==> src/hdl/mhs_pkg.sv <==
// shared types and constants for the motion half-step block copy
package mhs_pkg;

  localparam int IMG_W       = 13;  // image width / height register width
  localparam int BLK_W       = 7;   // block width / height register width
  localparam int IDX_W       = 12;  // block column / row index width
  localparam int MOT_W       = 12;  // motion component width
  localparam int RND_W       = 9;   // rounded motion width
  localparam int HALF_W      = 8;   // halved rounded motion width
  localparam int SRC_W       = 24;  // source offset width
  localparam int DEST_W      = 25;  // destination offset width
  localparam int OFS_W       = 25;  // running row offset width
  localparam int CFG_IDX_W   = 2;
  localparam int CFG_DATA_W  = 13;
  localparam int MUL_A_W     = 20;
  localparam int MUL_B_W     = 14;
  localparam int PROD_W      = 34;
  localparam int QUEUE_DEPTH = 2;

  typedef enum logic [CFG_IDX_W-1:0] {
    CFG_IMAGE_WIDTH  = 2'd0,
    CFG_IMAGE_HEIGHT = 2'd1,
    CFG_BLOCK_WIDTH  = 2'd2,
    CFG_BLOCK_HEIGHT = 2'd3
  } cfg_idx_e;

  // clamped configuration seen by the datapath
  typedef struct packed {
    logic [IMG_W-1:0] image_width;
    logic [IMG_W-1:0] image_height;
    logic [BLK_W-1:0] block_width;
    logic [BLK_W-1:0] block_height;
  } cfg_t;

  // one kept block: first row offsets
  typedef struct packed {
    logic [OFS_W-1:0] src;
    logic [OFS_W-1:0] dest;
  } copy_cmd_t;

endpackage

==> src/hdl/mhs_if.sv <==
// stream interfaces for block vectors in and row copy commands out
interface mhs_in_if;
  logic                                valid;
  logic                                ready;
  logic        [mhs_pkg::IDX_W-1:0]    block_col;
  logic        [mhs_pkg::IDX_W-1:0]    block_row;
  logic signed [mhs_pkg::MOT_W-1:0]    motion_x;
  logic signed [mhs_pkg::MOT_W-1:0]    motion_y;

  modport source (output valid, block_col, block_row, motion_x, motion_y, input ready);
  modport sink   (input valid, block_col, block_row, motion_x, motion_y, output ready);
endinterface

interface mhs_out_if;
  logic                                valid;
  logic                                ready;
  logic        [mhs_pkg::SRC_W-1:0]    src_offset;
  logic signed [mhs_pkg::DEST_W-1:0]   dest_offset;
  logic        [mhs_pkg::BLK_W-1:0]    row_bytes;
  logic                                last_row;

  modport source (output valid, src_offset, dest_offset, row_bytes, last_row, input ready);
  modport sink   (input valid, src_offset, dest_offset, row_bytes, last_row, output ready);
endinterface

==> src/hdl/mhs_front.sv <==
// front end: rounds motion, forms offsets with one shared multiplier, applies bounds test
module mhs_front (
  input  logic                clk_i,
  input  logic                rst_ni,
  input  mhs_pkg::cfg_t       cfg_i,
  mhs_in_if.sink              blk_i,
  output logic                push_valid_o,
  output mhs_pkg::copy_cmd_t  push_cmd_o,
  input  logic                push_ready_i
);

  typedef enum logic [2:0] {
    F_IDLE   = 3'b001,
    F_CALC   = 3'b010,
    F_DECIDE = 3'b100
  } front_state_e;

  localparam logic [2:0] STEP_ROW_BH  = 3'd0;
  localparam logic [2:0] STEP_ORG_ROW = 3'd1;
  localparam logic [2:0] STEP_ORG_COL = 3'd2;
  localparam logic [2:0] STEP_FULL    = 3'd3;
  localparam logic [2:0] STEP_HALF    = 3'd4;
  localparam logic [2:0] STEP_SPAN    = 3'd5;
  localparam logic [2:0] STEP_FRAME   = 3'd6;

  front_state_e state_q, state_d;
  logic [2:0]   step_q, step_d;

  logic        [mhs_pkg::IDX_W-1:0]   col_q, row_q;
  logic signed [mhs_pkg::RND_W-1:0]   mx_q, my_q;
  logic signed [mhs_pkg::HALF_W-1:0]  hx_q, hy_q;
  logic                               small_q;
  logic        [mhs_pkg::MUL_A_W-1:0] rb_q;
  logic signed [mhs_pkg::PROD_W-1:0]  org_q, full_q, half_q, span_q, frame_q, src_q;

  logic signed [mhs_pkg::MOT_W:0]     mx_bias, my_bias;
  logic signed [mhs_pkg::RND_W-1:0]   mx_rnd, my_rnd, mx_adj, my_adj;
  logic signed [mhs_pkg::MUL_A_W-1:0] mul_a;
  logic signed [mhs_pkg::MUL_B_W-1:0] mul_b;
  logic signed [mhs_pkg::PROD_W-1:0]  prod;
  logic signed [mhs_pkg::PROD_W-1:0]  src_end;
  logic                               keep;
  logic                               accept;

  assign blk_i.ready = (state_q == F_IDLE);
  assign accept      = blk_i.valid && blk_i.ready;

  // floor(m/16 + 1/2): bias by half a pixel, keep the integer bits
  assign mx_bias = (mhs_pkg::MOT_W+1)'(blk_i.motion_x) + 13'sd8;
  assign my_bias = (mhs_pkg::MOT_W+1)'(blk_i.motion_y) + 13'sd8;
  assign mx_rnd  = mx_bias[mhs_pkg::MOT_W:4];
  assign my_rnd  = my_bias[mhs_pkg::MOT_W:4];
  // halving toward zero: add one to negatives before the shift
  assign mx_adj  = mx_rnd + {{(mhs_pkg::RND_W-1){1'b0}}, mx_rnd[mhs_pkg::RND_W-1]};
  assign my_adj  = my_rnd + {{(mhs_pkg::RND_W-1){1'b0}}, my_rnd[mhs_pkg::RND_W-1]};

  // shared multiplier operand select
  always_comb begin
    mul_a = '0;
    mul_b = '0;
    case (step_q)
      STEP_ROW_BH: begin
        mul_a = {8'b0, row_q};
        mul_b = {7'b0, cfg_i.block_height};
      end
      STEP_ORG_ROW: begin
        mul_a = rb_q;
        mul_b = {1'b0, cfg_i.image_width};
      end
      STEP_ORG_COL: begin
        mul_a = {8'b0, col_q};
        mul_b = {7'b0, cfg_i.block_width};
      end
      STEP_FULL: begin
        mul_a = mhs_pkg::MUL_A_W'(my_q);
        mul_b = {1'b0, cfg_i.image_width};
      end
      STEP_HALF: begin
        mul_a = mhs_pkg::MUL_A_W'(hy_q);
        mul_b = {1'b0, cfg_i.image_width};
      end
      STEP_SPAN: begin
        mul_a = {13'b0, cfg_i.block_height};
        mul_b = {1'b0, cfg_i.image_width};
      end
      STEP_FRAME: begin
        mul_a = {7'b0, cfg_i.image_width};
        mul_b = {1'b0, cfg_i.image_height};
      end
      default: begin
        mul_a = '0;
        mul_b = '0;
      end
    endcase
  end

  assign prod = mul_a * mul_b;

  assign src_end = src_q + span_q;
  assign keep    = !small_q && !src_q[mhs_pkg::PROD_W-1] && (src_end < frame_q);

  assign push_valid_o    = (state_q == F_DECIDE) && keep;
  assign push_cmd_o.src  = src_q[mhs_pkg::OFS_W-1:0];
  assign push_cmd_o.dest = mhs_pkg::OFS_W'(org_q + half_q);

  always_comb begin
    state_d = state_q;
    step_d  = step_q;
    case (state_q)
      F_IDLE: begin
        if (accept) begin
          state_d = F_CALC;
          step_d  = STEP_ROW_BH;
        end
      end
      F_CALC: begin
        step_d = step_q + 3'd1;
        if (step_q == STEP_FRAME) begin
          state_d = F_DECIDE;
        end
      end
      F_DECIDE: begin
        if (!keep || push_ready_i) begin
          state_d = F_IDLE;
        end
      end
      default: begin
        state_d = F_IDLE;
      end
    endcase
  end

  always_ff @(posedge clk_i or negedge rst_ni) begin
    if (!rst_ni) begin
      state_q <= F_IDLE;
      step_q  <= STEP_ROW_BH;
    end else begin
      state_q <= state_d;
      step_q  <= step_d;
    end
  end

  always_ff @(posedge clk_i) begin
    if (accept) begin
      col_q   <= blk_i.block_col;
      row_q   <= blk_i.block_row;
      mx_q    <= mx_rnd;
      my_q    <= my_rnd;
      hx_q    <= mx_adj[mhs_pkg::RND_W-1:1];
      hy_q    <= my_adj[mhs_pkg::RND_W-1:1];
      small_q <= (mx_rnd >= -9'sd1) && (mx_rnd <= 9'sd1) &&
                 (my_rnd >= -9'sd1) && (my_rnd <= 9'sd1);
    end
    if (state_q == F_CALC) begin
      case (step_q)
        STEP_ROW_BH:  rb_q    <= prod[mhs_pkg::MUL_A_W-1:0];
        STEP_ORG_ROW: org_q   <= prod;
        STEP_ORG_COL: org_q   <= org_q + prod;
        STEP_FULL:    full_q  <= prod + mhs_pkg::PROD_W'(mx_q);
        STEP_HALF:    half_q  <= prod + mhs_pkg::PROD_W'(hx_q);
        STEP_SPAN:    span_q  <= prod + $signed({27'b0, cfg_i.block_width});
        STEP_FRAME: begin
          frame_q <= prod;
          src_q   <= org_q + full_q;
        end
        default: ;
      endcase
    end
  end

  // a new item always starts at the first multiply step
  a_start_step: assert property (@(posedge clk_i) disable iff (!rst_ni)
    accept |=> (state_q == F_CALC) && (step_q == STEP_ROW_BH))
    else $error("front did not restart its step count");

endmodule

==> src/hdl/mhs_queue.sv <==
// short fifo of kept blocks between front and back
module mhs_queue (
  input  logic                clk_i,
  input  logic                rst_ni,
  input  logic                push_valid_i,
  input  mhs_pkg::copy_cmd_t  push_cmd_i,
  output logic                push_ready_o,
  output logic                pop_valid_o,
  output mhs_pkg::copy_cmd_t  pop_cmd_o,
  input  logic                pop_ready_i
);

  localparam int PTR_W = (mhs_pkg::QUEUE_DEPTH > 1) ? $clog2(mhs_pkg::QUEUE_DEPTH) : 1;
  localparam int CNT_W = $clog2(mhs_pkg::QUEUE_DEPTH + 1);
  localparam logic [PTR_W-1:0] LAST_PTR = PTR_W'(mhs_pkg::QUEUE_DEPTH - 1);
  localparam logic [CNT_W-1:0] FULL_CNT = CNT_W'(mhs_pkg::QUEUE_DEPTH);

  mhs_pkg::copy_cmd_t entry_q [mhs_pkg::QUEUE_DEPTH];
  logic [PTR_W-1:0]   wr_ptr_q, rd_ptr_q;
  logic [CNT_W-1:0]   count_q;
  logic               push, pop;

  assign push_ready_o = (count_q != FULL_CNT);
  assign pop_valid_o  = (count_q != '0);
  assign pop_cmd_o    = entry_q[rd_ptr_q];
  assign push         = push_valid_i && push_ready_o;
  assign pop          = pop_valid_o && pop_ready_i;

  always_ff @(posedge clk_i or negedge rst_ni) begin
    if (!rst_ni) begin
      wr_ptr_q <= '0;
      rd_ptr_q <= '0;
      count_q  <= '0;
    end else begin
      if (push) begin
        wr_ptr_q <= (wr_ptr_q == LAST_PTR) ? '0 : wr_ptr_q + PTR_W'(1);
      end
      if (pop) begin
        rd_ptr_q <= (rd_ptr_q == LAST_PTR) ? '0 : rd_ptr_q + PTR_W'(1);
      end
      if (push && !pop) begin
        count_q <= count_q + CNT_W'(1);
      end else if (pop && !push) begin
        count_q <= count_q - CNT_W'(1);
      end
    end
  end

  always_ff @(posedge clk_i) begin
    if (push) begin
      entry_q[wr_ptr_q] <= push_cmd_i;
    end
  end

  a_count_bound: assert property (@(posedge clk_i) disable iff (!rst_ni)
    count_q <= FULL_CNT)
    else $error("queue count past depth");

endmodule

==> src/hdl/mhs_back.sv <==
// back end: walks the rows of one kept block and registers each copy command
module mhs_back (
  input  logic                clk_i,
  input  logic                rst_ni,
  input  mhs_pkg::cfg_t       cfg_i,
  input  logic                pop_valid_i,
  input  mhs_pkg::copy_cmd_t  pop_cmd_i,
  output logic                pop_ready_o,
  mhs_out_if.source           cmd_o
);

  logic                        busy_q;
  logic [mhs_pkg::BLK_W-1:0]   rows_left_q;
  logic [mhs_pkg::OFS_W-1:0]   cur_src_q, cur_dest_q;
  logic                        out_valid_q;
  logic [mhs_pkg::SRC_W-1:0]   out_src_q;
  logic [mhs_pkg::DEST_W-1:0]  out_dest_q;
  logic [mhs_pkg::BLK_W-1:0]   out_bytes_q;
  logic                        out_last_q;
  logic                        slot_free, issue, load, last;

  assign pop_ready_o = !busy_q;
  assign load        = pop_valid_i && !busy_q;
  assign slot_free   = !out_valid_q || cmd_o.ready;
  assign issue       = busy_q && slot_free;
  assign last        = (rows_left_q == mhs_pkg::BLK_W'(1));

  assign cmd_o.valid       = out_valid_q;
  assign cmd_o.src_offset  = out_src_q;
  assign cmd_o.dest_offset = out_dest_q;
  assign cmd_o.row_bytes   = out_bytes_q;
  assign cmd_o.last_row    = out_last_q;

  always_ff @(posedge clk_i or negedge rst_ni) begin
    if (!rst_ni) begin
      busy_q      <= 1'b0;
      rows_left_q <= '0;
      out_valid_q <= 1'b0;
    end else begin
      if (load) begin
        // zero block height: nothing to emit
        busy_q      <= (cfg_i.block_height != '0);
        rows_left_q <= cfg_i.block_height;
      end else if (issue) begin
        busy_q      <= !last;
        rows_left_q <= rows_left_q - mhs_pkg::BLK_W'(1);
      end
      if (issue) begin
        out_valid_q <= 1'b1;
      end else if (cmd_o.ready) begin
        out_valid_q <= 1'b0;
      end
    end
  end

  always_ff @(posedge clk_i) begin
    if (load) begin
      cur_src_q  <= pop_cmd_i.src;
      cur_dest_q <= pop_cmd_i.dest;
    end else if (issue) begin
      cur_src_q  <= cur_src_q + mhs_pkg::OFS_W'(cfg_i.image_width);
      cur_dest_q <= cur_dest_q + mhs_pkg::OFS_W'(cfg_i.image_width);
    end
    if (issue) begin
      out_src_q   <= cur_src_q[mhs_pkg::SRC_W-1:0];
      out_dest_q  <= cur_dest_q;
      out_bytes_q <= cfg_i.block_width;
      out_last_q  <= last;
    end
  end

  a_busy_rows: assert property (@(posedge clk_i) disable iff (!rst_ni)
    busy_q |-> (rows_left_q != '0))
    else $error("row walker busy with no rows left");

  // the next block must be loaded first, so no row issues right after a block's last row
  a_gap_after_last: assert property (@(posedge clk_i) disable iff (!rst_ni)
    (issue && last) |=> !issue)
    else $error("row issued right after a block's last row");

endmodule

==> src/hdl/motion_half_step_block_copy.sv <==
// top level: configuration registers, front end, queue and row walker
//
// Each transaction on blk_i carries one block's column, row and motion vector
// (signed, four fraction bits). Both components are rounded to the nearest
// pixel; a block that moves at most one pixel in both axes, or whose source
// falls outside the frame, yields nothing. A kept block yields block_height
// row copy transactions on cmd_o, each with source and destination offsets,
// the row length and a flag on the last row. The front end accepts a block,
// forms seven products through a single shared 20x14 multiplier and then
// applies the bounds test; it takes no new block until that one is decided.
// The row walker loads a kept block and then issues one row per cycle while
// cmd_o is ready; a two-entry queue lets both run at once. Register writes
// on the config port take effect at once and are meant to be made while no
// block is in flight; oversized sizes are clamped to the maximum image and
// block sides.
module motion_half_step_block_copy #(
  parameter int MAX_BLOCK_SIDE = 64,
  parameter int MAX_IMAGE_SIDE = 4096
) (
  input  logic                               clk_i,
  input  logic                               rst_ni,
  input  logic                               cfg_we_i,
  input  logic [mhs_pkg::CFG_IDX_W-1:0]      cfg_idx_i,
  input  logic [mhs_pkg::CFG_DATA_W-1:0]     cfg_data_i,
  mhs_in_if.sink                             blk_i,
  mhs_out_if.source                          cmd_o
);

  localparam logic [mhs_pkg::IMG_W-1:0] IMG_MAX = mhs_pkg::IMG_W'(MAX_IMAGE_SIDE);
  localparam logic [mhs_pkg::BLK_W-1:0] BLK_MAX = mhs_pkg::BLK_W'(MAX_BLOCK_SIDE);

  // raw register values, reset to a 640x480 frame with 8x8 blocks
  logic [mhs_pkg::IMG_W-1:0] image_width_q, image_height_q;
  logic [mhs_pkg::BLK_W-1:0] block_width_q, block_height_q;
  mhs_pkg::cfg_t             cfg;

  // front to queue and queue to back
  logic                      push_valid, push_ready;
  mhs_pkg::copy_cmd_t        push_cmd;
  logic                      pop_valid, pop_ready;
  mhs_pkg::copy_cmd_t        pop_cmd;

  always_ff @(posedge clk_i or negedge rst_ni) begin
    if (!rst_ni) begin
      image_width_q  <= 13'd640;
      image_height_q <= 13'd480;
      block_width_q  <= 7'd8;
      block_height_q <= 7'd8;
    end else if (cfg_we_i) begin
      case (mhs_pkg::cfg_idx_e'(cfg_idx_i))
        mhs_pkg::CFG_IMAGE_WIDTH:  image_width_q  <= cfg_data_i;
        mhs_pkg::CFG_IMAGE_HEIGHT: image_height_q <= cfg_data_i;
        mhs_pkg::CFG_BLOCK_WIDTH:  block_width_q  <= cfg_data_i[mhs_pkg::BLK_W-1:0];
        mhs_pkg::CFG_BLOCK_HEIGHT: block_height_q <= cfg_data_i[mhs_pkg::BLK_W-1:0];
        default: ;
      endcase
    end
  end

  // clamp sizes to the supported maximum
  assign cfg.image_width  = (image_width_q  > IMG_MAX) ? IMG_MAX : image_width_q;
  assign cfg.image_height = (image_height_q > IMG_MAX) ? IMG_MAX : image_height_q;
  assign cfg.block_width  = (block_width_q  > BLK_MAX) ? BLK_MAX : block_width_q;
  assign cfg.block_height = (block_height_q > BLK_MAX) ? BLK_MAX : block_height_q;

  // rounding, offsets and bounds test
  mhs_front u_front (
    .clk_i        (clk_i),
    .rst_ni       (rst_ni),
    .cfg_i        (cfg),
    .blk_i        (blk_i),
    .push_valid_o (push_valid),
    .push_cmd_o   (push_cmd),
    .push_ready_i (push_ready)
  );

  // decouples the multiply sequence from row issue
  mhs_queue u_queue (
    .clk_i        (clk_i),
    .rst_ni       (rst_ni),
    .push_valid_i (push_valid),
    .push_cmd_i   (push_cmd),
    .push_ready_o (push_ready),
    .pop_valid_o  (pop_valid),
    .pop_cmd_o    (pop_cmd),
    .pop_ready_i  (pop_ready)
  );

  // one row command per cycle into the output register while cmd_o is ready
  mhs_back u_back (
    .clk_i       (clk_i),
    .rst_ni      (rst_ni),
    .cfg_i       (cfg),
    .pop_valid_i (pop_valid),
    .pop_cmd_i   (pop_cmd),
    .pop_ready_o (pop_ready),
    .cmd_o       (cmd_o)
  );

endmodule

==> src/flat_wrapper.sv <==
// flat-port wrapper written by rule: the top's interface ports become plain ports
module motion_half_step_block_copy_flat 
#(
  parameter int MAX_BLOCK_SIDE = 64,
  parameter int MAX_IMAGE_SIDE = 4096
)
  (clk_i, rst_ni, cfg_we_i, cfg_idx_i, cfg_data_i, blk_i_valid, blk_i_block_col, blk_i_block_row, blk_i_motion_x, blk_i_motion_y, blk_i_ready, cmd_o_valid, cmd_o_src_offset, cmd_o_dest_offset, cmd_o_row_bytes, cmd_o_last_row, cmd_o_ready);
  mhs_in_if blk_i_i ();
  mhs_out_if cmd_o_i ();
  input  logic clk_i;
  input  logic rst_ni;
  input  logic cfg_we_i;
  input  logic [mhs_pkg::CFG_IDX_W-1:0] cfg_idx_i;
  input  logic [mhs_pkg::CFG_DATA_W-1:0] cfg_data_i;
  input wire logic [$bits(blk_i_i.valid)-1:0] blk_i_valid;
  input wire logic [$bits(blk_i_i.block_col)-1:0] blk_i_block_col;
  input wire logic [$bits(blk_i_i.block_row)-1:0] blk_i_block_row;
  input wire logic [$bits(blk_i_i.motion_x)-1:0] blk_i_motion_x;
  input wire logic [$bits(blk_i_i.motion_y)-1:0] blk_i_motion_y;
  output wire logic [$bits(blk_i_i.ready)-1:0] blk_i_ready;
  output wire logic [$bits(cmd_o_i.valid)-1:0] cmd_o_valid;
  output wire logic [$bits(cmd_o_i.src_offset)-1:0] cmd_o_src_offset;
  output wire logic [$bits(cmd_o_i.dest_offset)-1:0] cmd_o_dest_offset;
  output wire logic [$bits(cmd_o_i.row_bytes)-1:0] cmd_o_row_bytes;
  output wire logic [$bits(cmd_o_i.last_row)-1:0] cmd_o_last_row;
  input wire logic [$bits(cmd_o_i.ready)-1:0] cmd_o_ready;
  assign blk_i_i.valid = blk_i_valid;
  assign blk_i_i.block_col = blk_i_block_col;
  assign blk_i_i.block_row = blk_i_block_row;
  assign blk_i_i.motion_x = blk_i_motion_x;
  assign blk_i_i.motion_y = blk_i_motion_y;
  assign blk_i_ready = blk_i_i.ready;
  assign cmd_o_valid = cmd_o_i.valid;
  assign cmd_o_src_offset = cmd_o_i.src_offset;
  assign cmd_o_dest_offset = cmd_o_i.dest_offset;
  assign cmd_o_row_bytes = cmd_o_i.row_bytes;
  assign cmd_o_last_row = cmd_o_i.last_row;
  assign cmd_o_i.ready = cmd_o_ready;
  motion_half_step_block_copy #(.MAX_BLOCK_SIDE(MAX_BLOCK_SIDE), .MAX_IMAGE_SIDE(MAX_IMAGE_SIDE)) u_core (.clk_i(clk_i), .rst_ni(rst_ni), .cfg_we_i(cfg_we_i), .cfg_idx_i(cfg_idx_i), .cfg_data_i(cfg_data_i), .blk_i(blk_i_i), .cmd_o(cmd_o_i));
endmodule
==> config.mk <==
export PLATFORM = sky130hd
export DESIGN_NAME = motion_half_step_block_copy_flat
export DESIGN_NICKNAME = d
export VERILOG_FILES = /design/src/hdl/mhs_pkg.sv /design/src/hdl/mhs_if.sv /design/src/hdl/mhs_front.sv /design/src/hdl/mhs_queue.sv /design/src/hdl/mhs_back.sv /design/src/hdl/motion_half_step_block_copy.sv /design/src/flat_wrapper.sv
export SDC_FILE = /design/constraint.sdc
export NUM_CORES = 2
export LEC_CHECK = 0
export ABC_AREA = 1
export BUFFER_PORTS_ARGS = -buffer_cell sky130_fd_sc_hd__buf_4
export CAP_MARGIN = 30
export CORE_MARGIN = 4
export CORE_UTILIZATION = 50
export DETAILED_ROUTE_END_ITERATION = 8
export PLACE_DENSITY = 0.71
export RECOVER_POWER = 50
export SYNTH_ARGS = -nofsm -noshare
export SYNTH_HDL_FRONTEND = slang
export SYNTH_SLANG_ARGS = --single-unit
==> constraint.sdc <==
create_clock -name clk_i -period 12.6 [get_ports clk_i]
set_clock_uncertainty 0.15 [all_clocks]
set_input_delay 1.89 -clock clk_i [delete_from_list [all_inputs] [get_ports clk_i]]
set_output_delay 1.89 -clock clk_i [all_outputs]
set_load 0.05 [all_outputs]
Word level (Yosys, flattened, before mapping)
Memories as Yosys holds them, arrays and structs flattened.
Cells that the tools add are included.

storage, ports and cells
  flip-flop bits (word level) = 440
  RAM bits = 100
  bits of input ports = 68
  output and inout port bits = 59
  logic and storage cells = 152
  memories kept = 1

operators by class
  add/subtract/negate cells = 19
  multiply operators = 1
  order comparisons = 9
  eq/ne operators = 17
  mux-type cells = 29
  reductions and logical operators = 44

memories
  memory                  depth  width  rd ports  clocked after memory_dff  write ports  line             source
  u_core.u_queue.entry_q  2      50     1         0                         1            mhs_queue.sv:18  mhs_pkg::copy_cmd_t entry_q [mhs_pkg::QUEUE_DEPTH];

operator list
  cell                   number
  $pmux 20 s7            1
  $add 34x34->34         3
  $mux 25                4
  $pmux 34 s2            1
  $pmux 13 s4            1
  $add 25x13->25         2
  $add 34x8->34          1
  $add 34x9->34          1
  $lt 34x34->1           1
  $mul 20x14->34         1
  $mux 7                 4
  $add 12x5->13 const B  2
  $gt 13x13->1 const B   2
  $mux 13                2
  $add 25x25->25         1
  $add 25x8->25          1
  $reduce_and 2->1       11
  $add 9x1->9            2
  $ge 9x1->1 const B     2
  $le 9x2->1 const B     2
  $gt 7x7->1 const B     2
  $eq 3x3->1 const B     4
  $logic_and 1x1->1      12
  $mux 3                 4
  24 further kinds       52

Depth between registers and ports, before layout
  word-level depth = 9
  mapped depth = 52

Hierarchy
Synthesis repeated with hierarchy kept, for this count alone.

unflattened totals
  cell total of the unflattened synthesis = 5371
  area total of the unflattened synthesis = 45107.0 µm²

modules (own cells, without submodules)
  module                       instances  cells each  area each (µm²)  seq. area each (µm²)
  mhs_front                    1          4034        32518.7          8379.3
  mhs_back                     1          789         6566.3           3408.3
  mhs_queue                    1          290         3975.1           3103.0
  motion_half_step_block_copy  1          258         2047.0           1011.0

Worst setup path after synthesis
OpenSTA, ideal clock, no wires.

  path type = register -> register
  from = register u_core.u_front.step_q[0]
  to = register u_core.u_front.org_q[32] (netlist name) (data pin)
  data arrival time = 7.927 ns
  setup slack = 4.255 ns
  cell stages (with the launch flop) = 41
  buffers on the path = 2
  clock period less this slack = 8.345 ns
  cell sequence = dfrtp_1 > inv_1 > ha_1 > buf_2 > nand2_1 > inv_1 > buf_1 > a22o_1 > nor2_1 > inv_1 > nand2_1 > fa_1 > inv_1 > fa_1 > inv_1 > fa_1 > fa_1 > inv_1 > (+5 left out) > nand2_1 > nor2_1 > inv_1 > nor3_1 > nand3_1 > nand2_1 > nand2_1 > nand2_1 > inv_1 > ha_1 > nand2_1 > nor2_1 > and2_1 > a221oi_1 > nand2_1 > or2_2 > nand3_1 > o21ai_0

on the way
  longest elaborated chain between the ends = 6
  elaborated cells between the ends (all ways) = 13
  classes of those cells = 1 x add/sub; 1 x mul; 6 x eq/ne; 3 x mux; 2 x reduce/logical

ends and longest elaborated chain
  what                                    line              source
  from (decl)                             mhs_front.sv:27   logic [2:0] step_q, step_d;
  from (signal assigned)                  mhs_front.sv:139  step_q <= step_d;
  $eq 3x3->1 (tied with other cells)      mhs_front.sv:61   case (step_q)
  $reduce_or 4->1 (no line)               n/a
  $pmux 13 s4                             mhs_front.sv:61
  $mul 20x14->34 (*)                      mhs_front.sv:97   assign prod = mul_a * mul_b;
  named net u_core.u_front.prod, one bit  mhs_front.sv:40   logic signed [mhs_pkg::PROD_W-1:0] prod;
  $add 34x34->34 (*)                      mhs_front.sv:158  STEP_ORG_COL: org_q <= org_q + prod;
  $pmux 34 s2 (*)                         mhs_front.sv:155  case (step_q)
  to (signal assigned)                    mhs_front.sv:157  STEP_ORG_ROW: org_q <= prod;
  to (signal assigned)                    mhs_front.sv:158
  to (decl)                               mhs_front.sv:34   logic signed [mhs_pkg::PROD_W-1:0] org_q, full_q, half_q, span_q, frame_q, src_q;

Mark *: on every way through the listed nets, which the timed path passes. The rest lies on a longest branch.
A chain may end at the register's enable or synchronous reset.

Worst setup path in the final report
  from = register u_core.u_front.step_q[2]
  to = register u_core.u_front.org_q[33] (netlist name) (data pin)

The elaborated chain is that of the path after synthesis.

==> run metrics <==
status finished with violations; failing checks max-capacitance violations, max-slew violations; hold_buf cts 0; relative slew slack -165%; Crit. End Element flop; RSZ-0062 raised after global routing no; Commonest cells post-synth nand2_1 (1224), inv_1 (885), edfxtp_1 (478); Final Max Tran Viols 434; Register-to-Register Path Depth 38; Ys Warns 0; hold_sp u_core.u_back.cur_dest_q[22]; final setup violation count 0; most common cell in the netlist nand2_1; reg-to-reg setup timing slack 1.35 ns; reg2reg start u_core.u_front.step_q[2]; count of cell types in the netlist 59; Vias 34.7k; chip height slightly above 300 um; Worst R2R End u_core.u_front.org_q[33]; CTS H-Tree Depth 2; Seq cells post-synth between 500 and 600; Detailed Place HPWL 95400 um; area occupied by multi-input gates between 20000 and 25000 um^2; Filler cells a little under 8k; final wirelength 119000 um; DRT Pass-1 Iters 6; fmax 88.9 MHz; Routability Congestion 0.967; Critical Path RT 12.82 ns; Port Buf Inserts 120; Top FF cell, synth edfxtp_1; CTS tree done; Worst-Margin Slew 3.98 ns; cts bufs inserted 59; DR WL/cell 18.6 um; post-synth top area share 33.1%; WHS Endpoint u_core.u_back.cmd_o.dest_offset[22]; CP Launch Point u_core.u_front.step_q[2]; clock-pin slew on the worst setup and hold paths 0.06 ns; Final Hold Fails 0; proportion of synthesized chip area in sequential cells 36.6%; CTS resizes 0; Net Count, Synth about 5.7k; Crit path max-delay family simple AND/OR/NAND/NOR gates; number of remaining DRC errors 0; TNS Setup 0 ns; total congestion overflow 0; Worst Path Class, Setup flop to flop; initial antenna violation count 1; syn_area_per_cell 8.57 um^2; CP startpoint kind flop; core area 85500 um^2; Netlist Area Pre-Place around 43000 um^2; GR Util All Layers 25.9%; sequential cell area between 15000 and 20000 um^2; Hold WS 0.302 ns; post-synthesis async set-or-reset flop share between 10% and 20%; area leader, netlist edfxtp_1; Root Driver clkbuf_16; Die X 302 um; first-pass GRT wire length about 180000 um; P&R area growth vs syn 10.1%; Period minus WS final ~11 ns; die area a little over 90000 um^2; share of post-route cells with drive strength above 1 6.15%; # rows 107; cells after synthesis 5051; Routed Antenna Nets 0; number of synthesized flops with an enable pin 478; DR iter-0 viols 3128; slowest stage delay, CP 0.90 ns; # IOs around 130; fin crit share 89.3%; CP max stage cell nand2_1; worst-path fanout max 25; largest net degree at the start of global routing 77; WP buf/inv 9; clk_lat worst skew 0.65 ns; hold depth 0; Worst EP arrival 11.47 ns; min-delay worst type flop to flop; vias in the first global route 33.3k; Via-to-Cell Ratio 5.43; max_cap viols 9; top post-synthesis cells by area edfxtp_1 (33%), fa_1 (12%), nand2_1 (11%); CTS Buffer Depth 3; number of clock sinks 537; Starting Density between 50% and 60%; Crit path top cell by count nand2_1; Post-layout nets 5868; Post-CTS Setup Repair Bufs 0
metrics by stage:
step	cell area, um^2	worst slack (ns)	util (%)	cells
after floorplan	43300	4.26	-	5051
after global placement	45700	2.15	53.4	6277
after detailed placement	45800	2.14	53.6	6284
after CTS	47800	2.09	55.9	6393
after global routing	47700	0.692	55.7	6393
final	47700	1.35	55.7	6395
state kept, by name, summed over array words and instances, names as in the netlist, 13 cells and up:
name and flops:
u_core.u_back.cur_dest_q 25, u_core.u_front.src_q 34, u_core.u_back.cmd_o.src_offset 24, u_core.u_front.half_q 25, u_core.u_back.cmd_o.dest_offset 25, u_core.image_height_q 13, u_core.u_back.cur_src_q 24, u_core.u_front.org_q 34
u_core.u_front.span_q 34, u_core.image_width_q 13, u_core.u_front.rb_q 20, u_core.u_queue.entry_q 98, u_core.u_front.full_q 34, u_core.u_front.frame_q 34
routing by layer:
layer,track usage [%],up-vias,part of all wire [%]
met3,4.10,263,8.1
met1,35.2,16429,42
met5,0,-,0
li1,-,16727,-
met4,9.76,0,4.2
met2,42.2,1316,46
area by class of cell:
type	instances	area share, %
Timing Repair Buffer	160	2.49
Tap cell	1144	3.00
Sequential cell	537	33.2
Clock buffer	65	3.19
Clock inverter	44	0.929
Multi-Input combinational cell	3541	50.0
Antenna cell	2	0.0105
Inverter	902	7.10
worst max-delay path by stage:
stage | slack, ns | cells after the start | endpoint
2_1_floorplan | 4.26 | 40 | u_core.u_front.org_q[32]
3_3_place_gp | 2.15 | 37 | u_core.u_front.full_q[33]
3_5_place_dp | 2.14 | 39 | u_core.u_front.full_q[33]
4_1_cts | 2.09 | 37 | u_core.u_front.full_q[33]
5_1_grt | 0.69 | 41 | u_core.u_front.full_q[30]
6_report | 1.35 | 38 | u_core.u_front.org_q[33]
cells in the final DEF, fill, tap and decap left out, types with 15 or more instances in the layout:
master     count
nand2_1     1225
inv_1        885
edfxtp_1     478
nor2_1       385
ha_1         344
a21oi_1      297
fa_1         255
o21ai_0      238
nand3_1      173
xor2_1       166
buf_4        118
xnor2_1       80
clkbuf_16     60
nor3_1        57
dfrtp_1       50
nand4_1       48
a31oi_1       31
clkbuf_4      25
o21bai_1      23
a21o_1        19
clkbuf_1      19
or2_2         17
o211ai_1      15
logic make-up after synthesis:
group | Yosys count | synth area share (%)
AO/OA/AOI/OAI | 716 | 9.32
XOR/XNOR | 251 | 5.16
adder cells (fa/ha/maj) | 599 | 21.7
buffers and inverters | 973 | 8.45
flip-flops | 537 | 36.6
multiplexers | 2 | 0.0491
AND/OR/NAND/NOR | 1973 | 18.7
Power is not shown: default switching activity piles up to over one toggle a cycle in this logic, so the estimate is an artifact.
